### config.mk
export PLATFORM = sky130hd
export DESIGN_NAME = fcfu_ctrl
export DESIGN_NICKNAME = d
export VERILOG_FILES = /design/src/design/fcfu_pkg.sv /design/src/design/fcfu_ctrl.sv
export VERILOG_INCLUDE_DIRS = /design/src /design/src/design
export SDC_FILE = /design/constraint.sdc
export NUM_CORES = 1
export LEC_CHECK = 0
export ABC_AREA = 1
export BUFFER_PORTS_ARGS = -buffer_cell sky130_fd_sc_hd__clkbuf_2
export CELL_PAD_IN_SITES_DETAIL_PLACEMENT = 0
export CELL_PAD_IN_SITES_GLOBAL_PLACEMENT = 1
export CORE_UTILIZATION = 36
export CTS_BUF_LIST = sky130_fd_sc_hd__clkbuf_8 sky130_fd_sc_hd__clkbuf_16
export CTS_CLUSTER_DIAMETER = 50
export DETAILED_ROUTE_END_ITERATION = 8
export PLACE_DENSITY_LB_ADDON = 0.1
export SYNTH_ARGS = -nofsm -noshare
export SYNTH_HDL_FRONTEND = slang
export SYNTH_SLANG_ARGS = --single-unit
### constraint.sdc
create_clock -name clk_i -period 2.4 [get_ports clk_i]
set_clock_uncertainty 0.15 [all_clocks]
set_input_delay 0.12 -clock clk_i [delete_from_list [all_inputs] [get_ports clk_i]]
set_output_delay 0.12 -clock clk_i [all_outputs]
set_load 0.02 [all_outputs]
### src/design/fly_camera_frame_update_unit_macros.svh
// Assertion macros for the fly camera frame update unit.
// Used by the controller and the top level; no dependencies.
`ifndef FLY_CAMERA_FRAME_UPDATE_UNIT_MACROS_SVH
`define FLY_CAMERA_FRAME_UPDATE_UNIT_MACROS_SVH
`define FCFU_ASSERT_IMPL(lbl, clk, rstn, ante, cons, msg) \
  lbl: assert property (@(posedge clk) disable iff (!rstn) (ante) |-> (cons)) \
    else $error(msg);
`define FCFU_ASSERT_NEXT(lbl, clk, rstn, ante, cons, msg) \
  lbl: assert property (@(posedge clk) disable iff (!rstn) (ante) |=> (cons)) \
    else $error(msg);
`endif

### src/design/fcfu_pkg.sv
// Types, constants and the sine table for the fly camera frame update unit.
// No dependencies.
package fcfu_pkg;
  localparam int RollHalf = 46080;
  localparam int RollFull = 92160;

  localparam logic RegMoveSpeed = 1'b0;
  localparam logic RegTurnSpeed = 1'b1;

  typedef enum logic [3:0] {
    ST_IDLE, ST_SCALE, ST_ANGLE, ST_TRIG, ST_VEC, ST_VEL,
    ST_MOVE, ST_MOVE_ADD, ST_DONE
  } state_e;

  typedef struct packed {
    logic load;
    logic scale;
    logic angle;
    logic trig;
    logic vec;
    logic vel;
    logic move_mul;
    logic move_add;
    logic [1:0] key_idx;
    logic [1:0] comp;
    logic finish;
  } cmd_t;

  typedef struct packed {
    logic key_active;
  } stat_t;

  function automatic logic [14:0] sine_lut(input logic [6:0] a);
    logic [14:0] t [0:90];
    t = '{15'd0, 15'd286, 15'd572, 15'd857, 15'd1143, 15'd1428, 15'd1713, 15'd1997,
          15'd2280, 15'd2563, 15'd2845, 15'd3126, 15'd3406, 15'd3686, 15'd3964,
          15'd4240, 15'd4516, 15'd4790, 15'd5063, 15'd5334, 15'd5604, 15'd5872,
          15'd6138, 15'd6402, 15'd6664, 15'd6924, 15'd7182, 15'd7438, 15'd7692,
          15'd7943, 15'd8192, 15'd8438, 15'd8682, 15'd8923, 15'd9162, 15'd9397,
          15'd9630, 15'd9860, 15'd10087, 15'd10311, 15'd10531, 15'd10749,
          15'd10963, 15'd11174, 15'd11381, 15'd11585, 15'd11786, 15'd11982,
          15'd12176, 15'd12365, 15'd12551, 15'd12733, 15'd12911, 15'd13085,
          15'd13255, 15'd13421, 15'd13583, 15'd13741, 15'd13894, 15'd14044,
          15'd14189, 15'd14330, 15'd14466, 15'd14598, 15'd14726, 15'd14849,
          15'd14968, 15'd15082, 15'd15191, 15'd15296, 15'd15396, 15'd15491,
          15'd15582, 15'd15668, 15'd15749, 15'd15826, 15'd15897, 15'd15964,
          15'd16026, 15'd16083, 15'd16135, 15'd16182, 15'd16225, 15'd16262,
          15'd16294, 15'd16322, 15'd16344, 15'd16362, 15'd16374, 15'd16382,
          15'd16384};
    if (a > 7'd90) begin
      sine_lut = 15'd0;
    end else begin
      sine_lut = t[a];
    end
  endfunction

  // a in 0..359
  function automatic logic signed [15:0] sin_deg(input logic [8:0] a);
    logic [8:0] i;
    logic neg;
    i = 9'd0;
    neg = 1'b0;
    if (a <= 9'd90) begin
      i = a;
    end else if (a <= 9'd180) begin
      i = 9'd180 - a;
    end else if (a <= 9'd270) begin
      i = a - 9'd180;
      neg = 1'b1;
    end else begin
      i = 9'd360 - a;
      neg = 1'b1;
    end
    sin_deg = neg ? -$signed({1'b0, sine_lut(i[6:0])})
                  : $signed({1'b0, sine_lut(i[6:0])});
  endfunction

  function automatic logic signed [15:0] cos_deg(input logic [8:0] a);
    logic [9:0] s;
    s = {1'b0, a} + 10'd90;
    if (s >= 10'd360) begin
      s = s - 10'd360;
    end
    cos_deg = sin_deg(s[8:0]);
  endfunction

  function automatic logic signed [15:0] mul_q14(input logic signed [15:0] a,
                                                 input logic signed [15:0] b);
    logic signed [31:0] p;
    logic [31:0] m;
    logic [31:0] r;
    p = a * b;
    m = p[31] ? 32'(-p) : 32'(p);
    r = (m + 32'd8192) >> 14;
    mul_q14 = p[31] ? -$signed(r[15:0]) : $signed(r[15:0]);
  endfunction
endpackage

### src/design/fcfu_ctrl.sv
// Sequencer for the frame update: steps the datapath through one frame.
// Depends on fcfu_pkg and the macros header.
`include "fly_camera_frame_update_unit_macros.svh"
module fcfu_ctrl (
  input  logic            clk_i,
  input  logic            rst_ni,
  input  logic            in_valid_i,
  output logic            in_stall_o,
  output logic            out_valid_o,
  input  logic            out_stall_i,
  input  fcfu_pkg::stat_t stat_i,
  output fcfu_pkg::cmd_t  cmd_o
);
  fcfu_pkg::state_e state_q, state_d;
  logic [1:0] key_q, key_d;
  logic [1:0] comp_q, comp_d;
  logic out_valid_q, out_valid_d;

  always_ff @(posedge clk_i or negedge rst_ni) begin
    if (!rst_ni) begin
      state_q <= fcfu_pkg::ST_IDLE;
      key_q <= 2'd0;
      comp_q <= 2'd0;
      out_valid_q <= 1'b0;
    end else begin
      state_q <= state_d;
      key_q <= key_d;
      comp_q <= comp_d;
      out_valid_q <= out_valid_d;
    end
  end

  always_comb begin
    state_d = state_q;
    key_d = key_q;
    comp_d = comp_q;
    out_valid_d = out_valid_q;
    cmd_o = '0;
    cmd_o.key_idx = key_q;
    cmd_o.comp = comp_q;
    in_stall_o = 1'b1;
    if (out_valid_q && !out_stall_i) begin
      out_valid_d = 1'b0;
    end
    case (state_q)
      fcfu_pkg::ST_IDLE: begin
        in_stall_o = 1'b0;
        if (in_valid_i) begin
          cmd_o.load = 1'b1;
          state_d = fcfu_pkg::ST_SCALE;
        end
      end
      fcfu_pkg::ST_SCALE: begin
        cmd_o.scale = 1'b1;
        state_d = fcfu_pkg::ST_ANGLE;
      end
      fcfu_pkg::ST_ANGLE: begin
        cmd_o.angle = 1'b1;
        state_d = fcfu_pkg::ST_TRIG;
      end
      fcfu_pkg::ST_TRIG: begin
        cmd_o.trig = 1'b1;
        state_d = fcfu_pkg::ST_VEC;
      end
      fcfu_pkg::ST_VEC: begin
        cmd_o.vec = 1'b1;
        state_d = fcfu_pkg::ST_VEL;
      end
      fcfu_pkg::ST_VEL: begin
        cmd_o.vel = 1'b1;
        key_d = 2'd0;
        comp_d = 2'd0;
        state_d = fcfu_pkg::ST_MOVE;
      end
      fcfu_pkg::ST_MOVE: begin
        if (stat_i.key_active) begin
          cmd_o.move_mul = 1'b1;
          state_d = fcfu_pkg::ST_MOVE_ADD;
        end else if (key_q == 2'd3) begin
          state_d = fcfu_pkg::ST_DONE;
        end else begin
          key_d = key_q + 2'd1;
        end
      end
      fcfu_pkg::ST_MOVE_ADD: begin
        cmd_o.move_add = 1'b1;
        if (comp_q == 2'd2) begin
          comp_d = 2'd0;
          if (key_q == 2'd3) begin
            state_d = fcfu_pkg::ST_DONE;
          end else begin
            key_d = key_q + 2'd1;
            state_d = fcfu_pkg::ST_MOVE;
          end
        end else begin
          comp_d = comp_q + 2'd1;
          state_d = fcfu_pkg::ST_MOVE;
        end
      end
      fcfu_pkg::ST_DONE: begin
        if (!out_valid_q || !out_stall_i) begin
          cmd_o.finish = 1'b1;
          out_valid_d = 1'b1;
          state_d = fcfu_pkg::ST_IDLE;
        end
      end
      default: state_d = fcfu_pkg::ST_IDLE;
    endcase
  end

  assign out_valid_o = out_valid_q;

  `FCFU_ASSERT_IMPL(a_comp_range, clk_i, rst_ni, 1'b1, comp_q != 2'd3, "comp overflow")
  `FCFU_ASSERT_NEXT(a_load_busy, clk_i, rst_ni, cmd_o.load,
    state_q == fcfu_pkg::ST_SCALE, "load did not start")
  `FCFU_ASSERT_IMPL(a_finish_free, clk_i, rst_ni, cmd_o.finish,
    !out_valid_q || !out_stall_i, "result overwritten")
endmodule

Word-level counts from Yosys, hierarchy flattened
Index checks and enable logic that the tools add are counted.

storage, ports and cells
  register bits after elaboration = 9
  bits in latches = 0
  bits in writable memories = 0
  memory bits (read-only) = 0
  input bits = 5
  output and inout bits = 15
  logic and storage cells = 59
  memories = 0

operators by class
  add/subtract/negate cells = 2
  multipliers = 0
  divide/modulo/power cells = 0
  magnitude comparators = 0
  eq/ne operators = 15
  shift operators = 0
  multiplexer cells = 29
  bitwise gates (word level) = 0
  reductions and logical operators = 9

operators with widths
  cell                                                             count
  4-bit case mux with 9 select lines                               1
  4-bit two-way mux                                                6
  4-bit by 3-bit == test with 1-bit output, second input constant  4
  1-bit two-way mux                                                16
  4-bit by 2-bit == test with 1-bit output, second input constant  2
  2-bit two-way mux                                                4
  2-bit != test, second input constant                             4
  2-bit case mux with 3 select lines                               1
  3-bit AND reduction                                              2
  2-bit by 1-bit adder with 2-bit output, second input constant    2
  2-bit == test, second input constant                             2
  4-bit by 1-bit == test with 1-bit output, second input constant  1
  4-bit == test, second input constant                             1
  4-bit logical NOT                                                1
  2-bit case mux with 2 select lines                               1
  3-bit != test, second input constant                             1
  3-bit nonzero test                                               1
  1-bit logical NOT                                                2
  2-bit nonzero test                                               1
  1-bit logical AND                                                1
  1-bit logical OR                                                 1

Longest topological paths before layout
Gate-level depths: netlist of the first run.

  depth in word-level cells = 5
  mapped depth = 8
  mapped depth without buffers = 7

Worst setup path before layout of the first run
No wires, ideal clock.

  path kind = register to output
  from = reg state_q[2]
  to = out cmd_o[10] (netlist name)
  arrival time = 1.193 ns
  required time = 2.130 ns
  setup slack = 0.937 ns
  stages on the path, launching flop included = 4
  buffers on the path = 0
  cells stage by stage = dfrtp_1 -> nor2_1 -> inv_1 -> nor3_1

RTL lines
  element                 RTL line         source
  from (decl)             fcfu_ctrl.sv:14  fcfu_pkg::state_e state_q, state_d;
  from (signal assigned)  fcfu_ctrl.sv:21  state_q <= fcfu_pkg::ST_IDLE;
  from (signal assigned)  fcfu_ctrl.sv:26  state_q <= state_d;
  to (decl)               fcfu_ctrl.sv:12  output fcfu_pkg::cmd_t cmd_o

==> results.md, run 1 <==
- DRC Markers: 0
- # resized after CTS: 0
- WS Path Type: reg2out
- Setup-failing EPs final: 0
- ANT nets after route: 0
- Worst-path fanout max: 6
- Synth warn: 0
- Most common cell after layout, fill and taps aside: nand2_1
- Num Clock Sinks: 9
- Vias per cell: 4.535
- Initial Util: 40.66%
- Die Y: 44.43 um
- Unrepaired setup endpoints after global routing: no
- Fill cells: 156
- Worst rel slew slack: 73.41%
- Row cnt: 14
- Clock buffer count from CTS: 3
- Mapped cell area: 648.1 um2
- IO buf count: 19
- Die X: 44.43 um
- Setup slack after layout: 0.6424 ns
- GRT met1 Usage: 24.62%
- Clk root buf: clkbuf_8
- Syn-to-layout area delta: 27.61%
- Total GRT Usage: 18.17%
- Final Cell Area: 827.0 um2
- Post-Syn Instances: 96
- Hold Crit Class: in2reg
- Post-Syn Nets: 102
- Commonest cells after routing, fill and taps aside: 22 x nand2_1, 20 x inv_1, 19 x clkbuf_2, 12 x nor2_1, 9 x dfrtp_1
- Met3 Use GR: 2.449%
- Antenna cells: 0
- Worst-path clk slew: 0.05 ns
- Setup TNS: 0 ns
- H-tree lvl count: 1
- Final period util: 73.23%
- Core area: 1594 um2
- Routed len/inst: 10.28 um
- Post-layout min period: 1.758 ns
- Global route total overflow: 0
- Place WS: 0.8911 ns
- HPWL after detailed placement: 1205 um
- Worst-Skew Late Latency: 0.23 ns
- M2 GR Usage: 28.24%
- First-pass GRT wire length: 2553 um
- FF/Latch Area: 225.2 um2
- Layout cells sized above 1: 28.33%
- Final hold vios: 0
- DR iter-0 viols: 12
- TritonCTS clock tree: built
- Synth Register Bits: 9
- Drt first pass iters: 4
- Synthesized area per cell: 6.751 um2
- Vias in the first global route: 580
- Synth cell types: 19
- Worst Setup End Kind: output port
- Worst EP arrival: 1.49 ns
- Clock tree buffer depth: 2
- Layout Utilization: 51.88%
- Largest net degree at the start of global routing: 10
- Max_cap viols: 0
- Fraction of the yosys area taken by sequential cells: 34.75%
- Leak Pwr: 0.4986 nW
- Area after DPL: 762.0 um2
- Routed WL: 1481 um
- Gr busiest metal: met2
- DR vias: 653
- Die area: 1974 um2
- Critical path launch point type: flip-flop
- Worst-margin pin slew: 0.3974 ns
- Req. time, crit path: 2.13 ns
- Antenna violations before repair: 0
- Max Fclk: 0.5690 GHz
- Multi-input gate area: 332.8 um2
- VDD IR max: 0.6778 mV
- Status: finished clean
- Postcts setup bufs: 0
- Pwr Density: 1266 nW/um2
- IO Pins: 20
- Final Max Tran Viols: 0
- Final Wtd Congestion: 0.8348
- Nets: 127
## cells in the mapped netlist
| cell type | n | share of area [%] |
|---|---|---|
| nand2_1 | 22 | 13 |
| inv_1 | 19 | 11 |
| nor2_1 | 12 | 6.9 |
| dfrtp_1 | 9 | 35 |
| nand3_1 | 7 | 5.4 |
| nor2_2 | 5 | 4.8 |
| nand4_1 | 4 | 3.9 |
| o21ai_0 | 3 | 2.3 |
| inv_2 | 2 | 1.2 |
| nand2_2 | 2 | 1.9 |
| nor3_1 | 2 | 1.5 |
| o21bai_1 | 2 | 2.3 |
| a21oi_1 | 1 | 0.77 |
| buf_6 | 1 | 1.7 |
| ha_1 | 1 | 1.9 |
| nand3_2 | 1 | 1.5 |
| nand3_4 | 1 | 2.7 |
| nor2_4 | 1 | 1.7 |
| o21ai_1 | 1 | 0.77 |
## final timing paths
| check | startpoint | to | slack (ns) | cells after the start |
|---|---|---|---|---|
| max in group asynchronous | rst_ni | state_q[1] | 1.76 | 2 |
| min in group asynchronous | rst_ni | out_valid_o | 0.14 | 2 |
| worst min-delay path | stat_i | state_q[3] | 0.08 | 4 |
| worst max-delay path | state_q[2] | cmd_o[10] | 0.64 | 4 |
| worst min register to register | out_valid_o | out_valid_o | 0.35 | 2 |
| worst max register to register | state_q[2] | state_q[0] | 1.00 | 6 |
## per-layer routing
metal / wire, um / vias up
met2: 621 / 21
met5: 0 / -
li1: - / 346
met1: 785 / 284
met4: 14 / 0
met3: 60 / 2
## flip-flops by register name, summed over array words and instances, names as in the netlist
register	flops
state_q	4
key_q	2
out_valid_o	1
comp_q	2
## kinds of logic (layout without fill, tap and decap cells)
logic type,count (synthesis),count (layout),synth area share (%)
flops,9,9,34.75
compound gates,7,7,6.175
buf+inv,22,46,13.90
fa+ha+maj,1,1,1.930
simple gates,57,57,43.24
## final cells by class
class	count	share of cell area, %
Multi-Input combinational cell	65	40.24
Sequential cell	9	27.23
Timing Repair Buffer	21	13.92
Tap cell	24	3.631
Clock buffer	3	4.992
Inverter	21	9.531
Clock inverter	1	0.4539
## per-stage QoR
stage	total power [W]	hold slack, ns	cells
floorplan	0.0007145	-0.3256	96
global placement	0.0008730	-0.1557	138
detailed placement	0.0008765	-0.1564	138
CTS	0.001051	0.08340	144
global route	0.001136	0.1246	144
finish	0.001047	0.08003	144
## power by group
part | leakage, nW | switching, W | internal [W]
clock | 0.0269 | 0.0000584 | 0.000111
combinational | 0.353 | 0.000404 | 0.000185
sequential | 0.118 | 0.0000787 | 0.000209
total | 0.499 | 0.000542 | 0.000506
## critical path: stages, from the launching register on
cell,delay [ns]
dfrtp_1,0.45
nor2_1,0.35
inv_1,0.10
nor3_1,0.16
clkbuf_2,0.20
## repair_timing
action	CTS	global route
setup endpoints to repair	0	0
hold buffers	2	0
endpoints found under the hold margin	10	0
No activity file was read; power rests on OpenSTA's default activity.
==> inputs of run 2 (changes only) <==
Settings changed: CORE_UTILIZATION 36 to 33.
Clock period 2.4 ns to 1.7 ns, I/O delays scaled along.
==> results.md, run 2 (synthesis results as in run 1) <==
- FF/Latch Area: 225.2 um2 (unchanged)
- VDD IR max: 1.043 mV (was 0.6778 mV)
- Buf/Inv on CP: 2 (unchanged)
- Most flop-heavy register: state_q (unchanged)
- Setup TNS: 0 ns (unchanged)
- WS Path Type: reg2out (unchanged)
- Vias in the first global route: 543 (was 580)
- Total GRT Usage: 15.95% (was 18.17%)
- Worst rel slew slack: 81.94% (was 73.41%)
- Clk root buf: clkbuf_8 (unchanged)
- Worst-margin pin slew: 0.2705 ns (was 0.3974 ns)
- ANT nets after route: 0 (unchanged)
- Critical path launch point type: flip-flop (unchanged)
- Setup-failing EPs final: 0 (unchanged)
- Initial Util: 36.35% (was 40.66%)
- Worst EP arrival: 1.34 ns (was 1.49 ns)
- Clock tree buffer depth: 2 (unchanged)
- Hold Crit Depth: 4 (unchanged)
- DR iter-0 viols: 23 (was 12)
- Die X: 46.32 um (was 44.43 um)
- R2r startpoint: state_q[3] (was state_q[2])
- First-pass GRT wire length: 2339 um (was 2553 um)
- Largest regs: state_q (4), comp_q (2), key_q (2) (unchanged)
- Final Wtd Congestion: 0.7748 (was 0.8348)
- Critical R2R Capture: state_q[3] (was state_q[0])
- Worst-Skew Late Latency: 0.23 ns (about the same)
- Leak Pwr: 0.5025 nW (was 0.4986 nW)
- Hold EP: state_q[3] (unchanged)
- Final Max Tran Viols: 0 (unchanged)
- Multi-input gate area: 335.3 um2 (was 332.8 um2)
- Clock buffer count from CTS: 3 (unchanged)
- Drt first pass iters: 4 (unchanged)
- TritonCTS clock tree: built (unchanged)
- Commonest cells after routing, fill and taps aside: 22 x nand2_1, 19 x inv_1, 19 x clkbuf_2, 11 x nor2_1, 9 x dfrtp_1 (was 22 x nand2_1, 20 x inv_1, 19 x clkbuf_2, 12 x nor2_1, 9 x dfrtp_1)
- Req. time, crit path: 1.46 ns (was 2.13 ns)
- H-tree lvl count: 1 (unchanged)
- Worst-path cell chain: nor2_2 > inv_1 > nor3_1 > clkbuf_2 (was nor2_1 > inv_1 > nor3_1 > clkbuf_2)
- Num Clock Sinks: 9 (unchanged)
- Worst path max stage delay: 0.42 ns (was 0.45 ns)
- Hold Crit Class: in2reg (unchanged)
- R2r setup slk: 0.31 ns (was 1.00 ns)
- Routed len/inst: 9.966 um (was 10.28 um)
- IO buf count: 19 (unchanged)
- Share of total power in the clock network: 16.7% (was 16.2%)
- HPWL after detailed placement: 1208 um (was 1205 um)
- Largest net degree at the start of global routing: 10 (unchanged)
- Die Y: 46.32 um (was 44.43 um)
- Syn-to-layout area delta: 29.54% (was 27.61%)
- FF-to-FF path depth: 7 (was 6)
- Total power: 0.001446 W (was 0.001047 W)
- Routed WL: 1455 um (was 1481 um)
- Layout Utilization: 47.09% (was 51.88%)
- Worst-path clk slew: 0.05 ns (about the same)
- CP top delay family: flip-flops (was simple AND/OR/NAND/NOR gates)
- Die area: 2145 um2 (was 1974 um2)
- Unrepaired setup endpoints after global routing: no (unchanged)
- Slowest cell on the critical path: dfrtp_1 (unchanged)
- Power share of the sequential group: 26.5% (was 27.5%)
- IO Pins: 20 (unchanged)
- Global route total overflow: 0 (unchanged)
- Core area: 1783 um2 (was 1594 um2)
- DRC Markers: 0 (unchanged)
- Antenna violations before repair: 0 (unchanged)
- Vias per cell: 4.473 (was 4.535)
- Layout cells sized above 1: 30.58% (was 28.33%)
- Pwr Density: 1723 nW/um2 (was 1266 nW/um2)
- Worst-path fanout max: 6 (unchanged)
- Net Switching: 0.0007345 W (was 0.0005416 W)
- Status: finished clean (unchanged)
- Final hold vios: 0 (unchanged)
- Fill cells: 193 (was 156)
- Hold Crit Start: stat_i (unchanged)
- DR vias: 653 (unchanged)
- Worst Setup End Kind: output port (unchanged)
- Final period util: 92.65%
- Max_cap viols: 0 (unchanged)
- Switching part of the total: 50.79% (was 51.72%)
- Logic pwr share: 56.8% (was 56.3%)
- Post-layout min period: 1.575 ns
- Int Power: 0.0007118 W (was 0.0005056 W)
- Most common cell after layout, fill and taps aside: nand2_1 (unchanged)
- Row cnt: 15 (was 14)
- Max Fclk: 0.6349 GHz
- Max FFs per register: 4 (unchanged)
- Antenna cells: 0 (unchanged)
- Nets: 128 (was 127)
[run 2: changes by cell type in the layout (fill, tap and decap cells not counted)]
cell	delta
buf_4	+1
clkinv_2	+1
inv_1	-1
nor2_1	-1
nor2_2	+1
[run 2: worst max-delay path by stage]
| stage | from | end | slack (ns) | cells after the start |
|---|---|---|---|---|
| after floorplan | state_q[2] | cmd_o[10] | 0.27 | 3 |
| after global placement | state_q[2] | cmd_o[11] | 0.30 | 4 |
| after detailed placement | state_q[2] | cmd_o[10] | 0.27 | 4 |
| after CTS | state_q[2] | cmd_o[10] | 0.01 | 4 |
| after global routing | state_q[3] | cmd_o[11] | 0.01 | 4 |
| final | state_q[3] | cmd_o[10] | 0.12 | 4 |
[run 2: final cells by class]
type / count / share of cell area, %
Sequential cell: 9 / 26.83
Clock inverter: 1 / 0.5961
Tap cell: 25 / 3.726
Timing Repair Buffer: 22 / 14.61
Clock buffer: 3 / 4.918
Multi-Input combinational cell: 65 / 39.94
Inverter: 21 / 9.389
[run 2: per-stage QoR]
stage	instance area (um2)	setup slack (ns)	instances	hold slack (ns)
2_1_floorplan	648.1	0.2721	96	-0.3606
3_5_place_dp	770.7	0.2718	140	-0.1974
5_1_grt	839.6	0.01310	146	0.1105
3_3_place_gp	770.7	0.2978	140	-0.1954
6_report	839.6	0.1249	146	0.08179
4_1_cts	837.1	0.01117	146	0.08221
[run 2: power groups by stage]
| stage | logic [W] | clock network (W) | registers, W |
|---|---|---|---|
| 5_1_grt | 0.000921 | 0.000266 | 0.000398 |
| 2_1_floorplan | 0.000609 | 0 | 0.000399 |
| 3_5_place_dp | 0.000826 | 0 | 0.000383 |
| 6_report | 0.000822 | 0.000242 | 0.000383 |
| 4_1_cts | 0.000831 | 0.000248 | 0.000380 |
| 3_3_place_gp | 0.000822 | 0 | 0.000378 |
[run 2: worst register-to-register path: stages (launching register included)]
cell and delay (ns):
dfrtp_1 0.42, inv_1 0.14, nand2_1 0.11, nor2_2 0.18
nand2_1 0.08, o21ai_1 0.10, nand2_1 0.08, nand2_1 0.06
[run 2: routing by layer]
layer / global-route usage [%] / routed length (um)
met5: 0 / 0
met1: 19.24 / 668
met3: 6.275 / 74
met4: 5.294 / 13
met2: 25.56 / 699
[run 2: timing repair]
item | CTS | global route
buffers inserted | 0 | 0
endpoints found under the hold margin | 10 | 0
setup endpoints to repair | 0 | 3
gates resized for setup | 0 | 1
hold buffers | 2 | 0
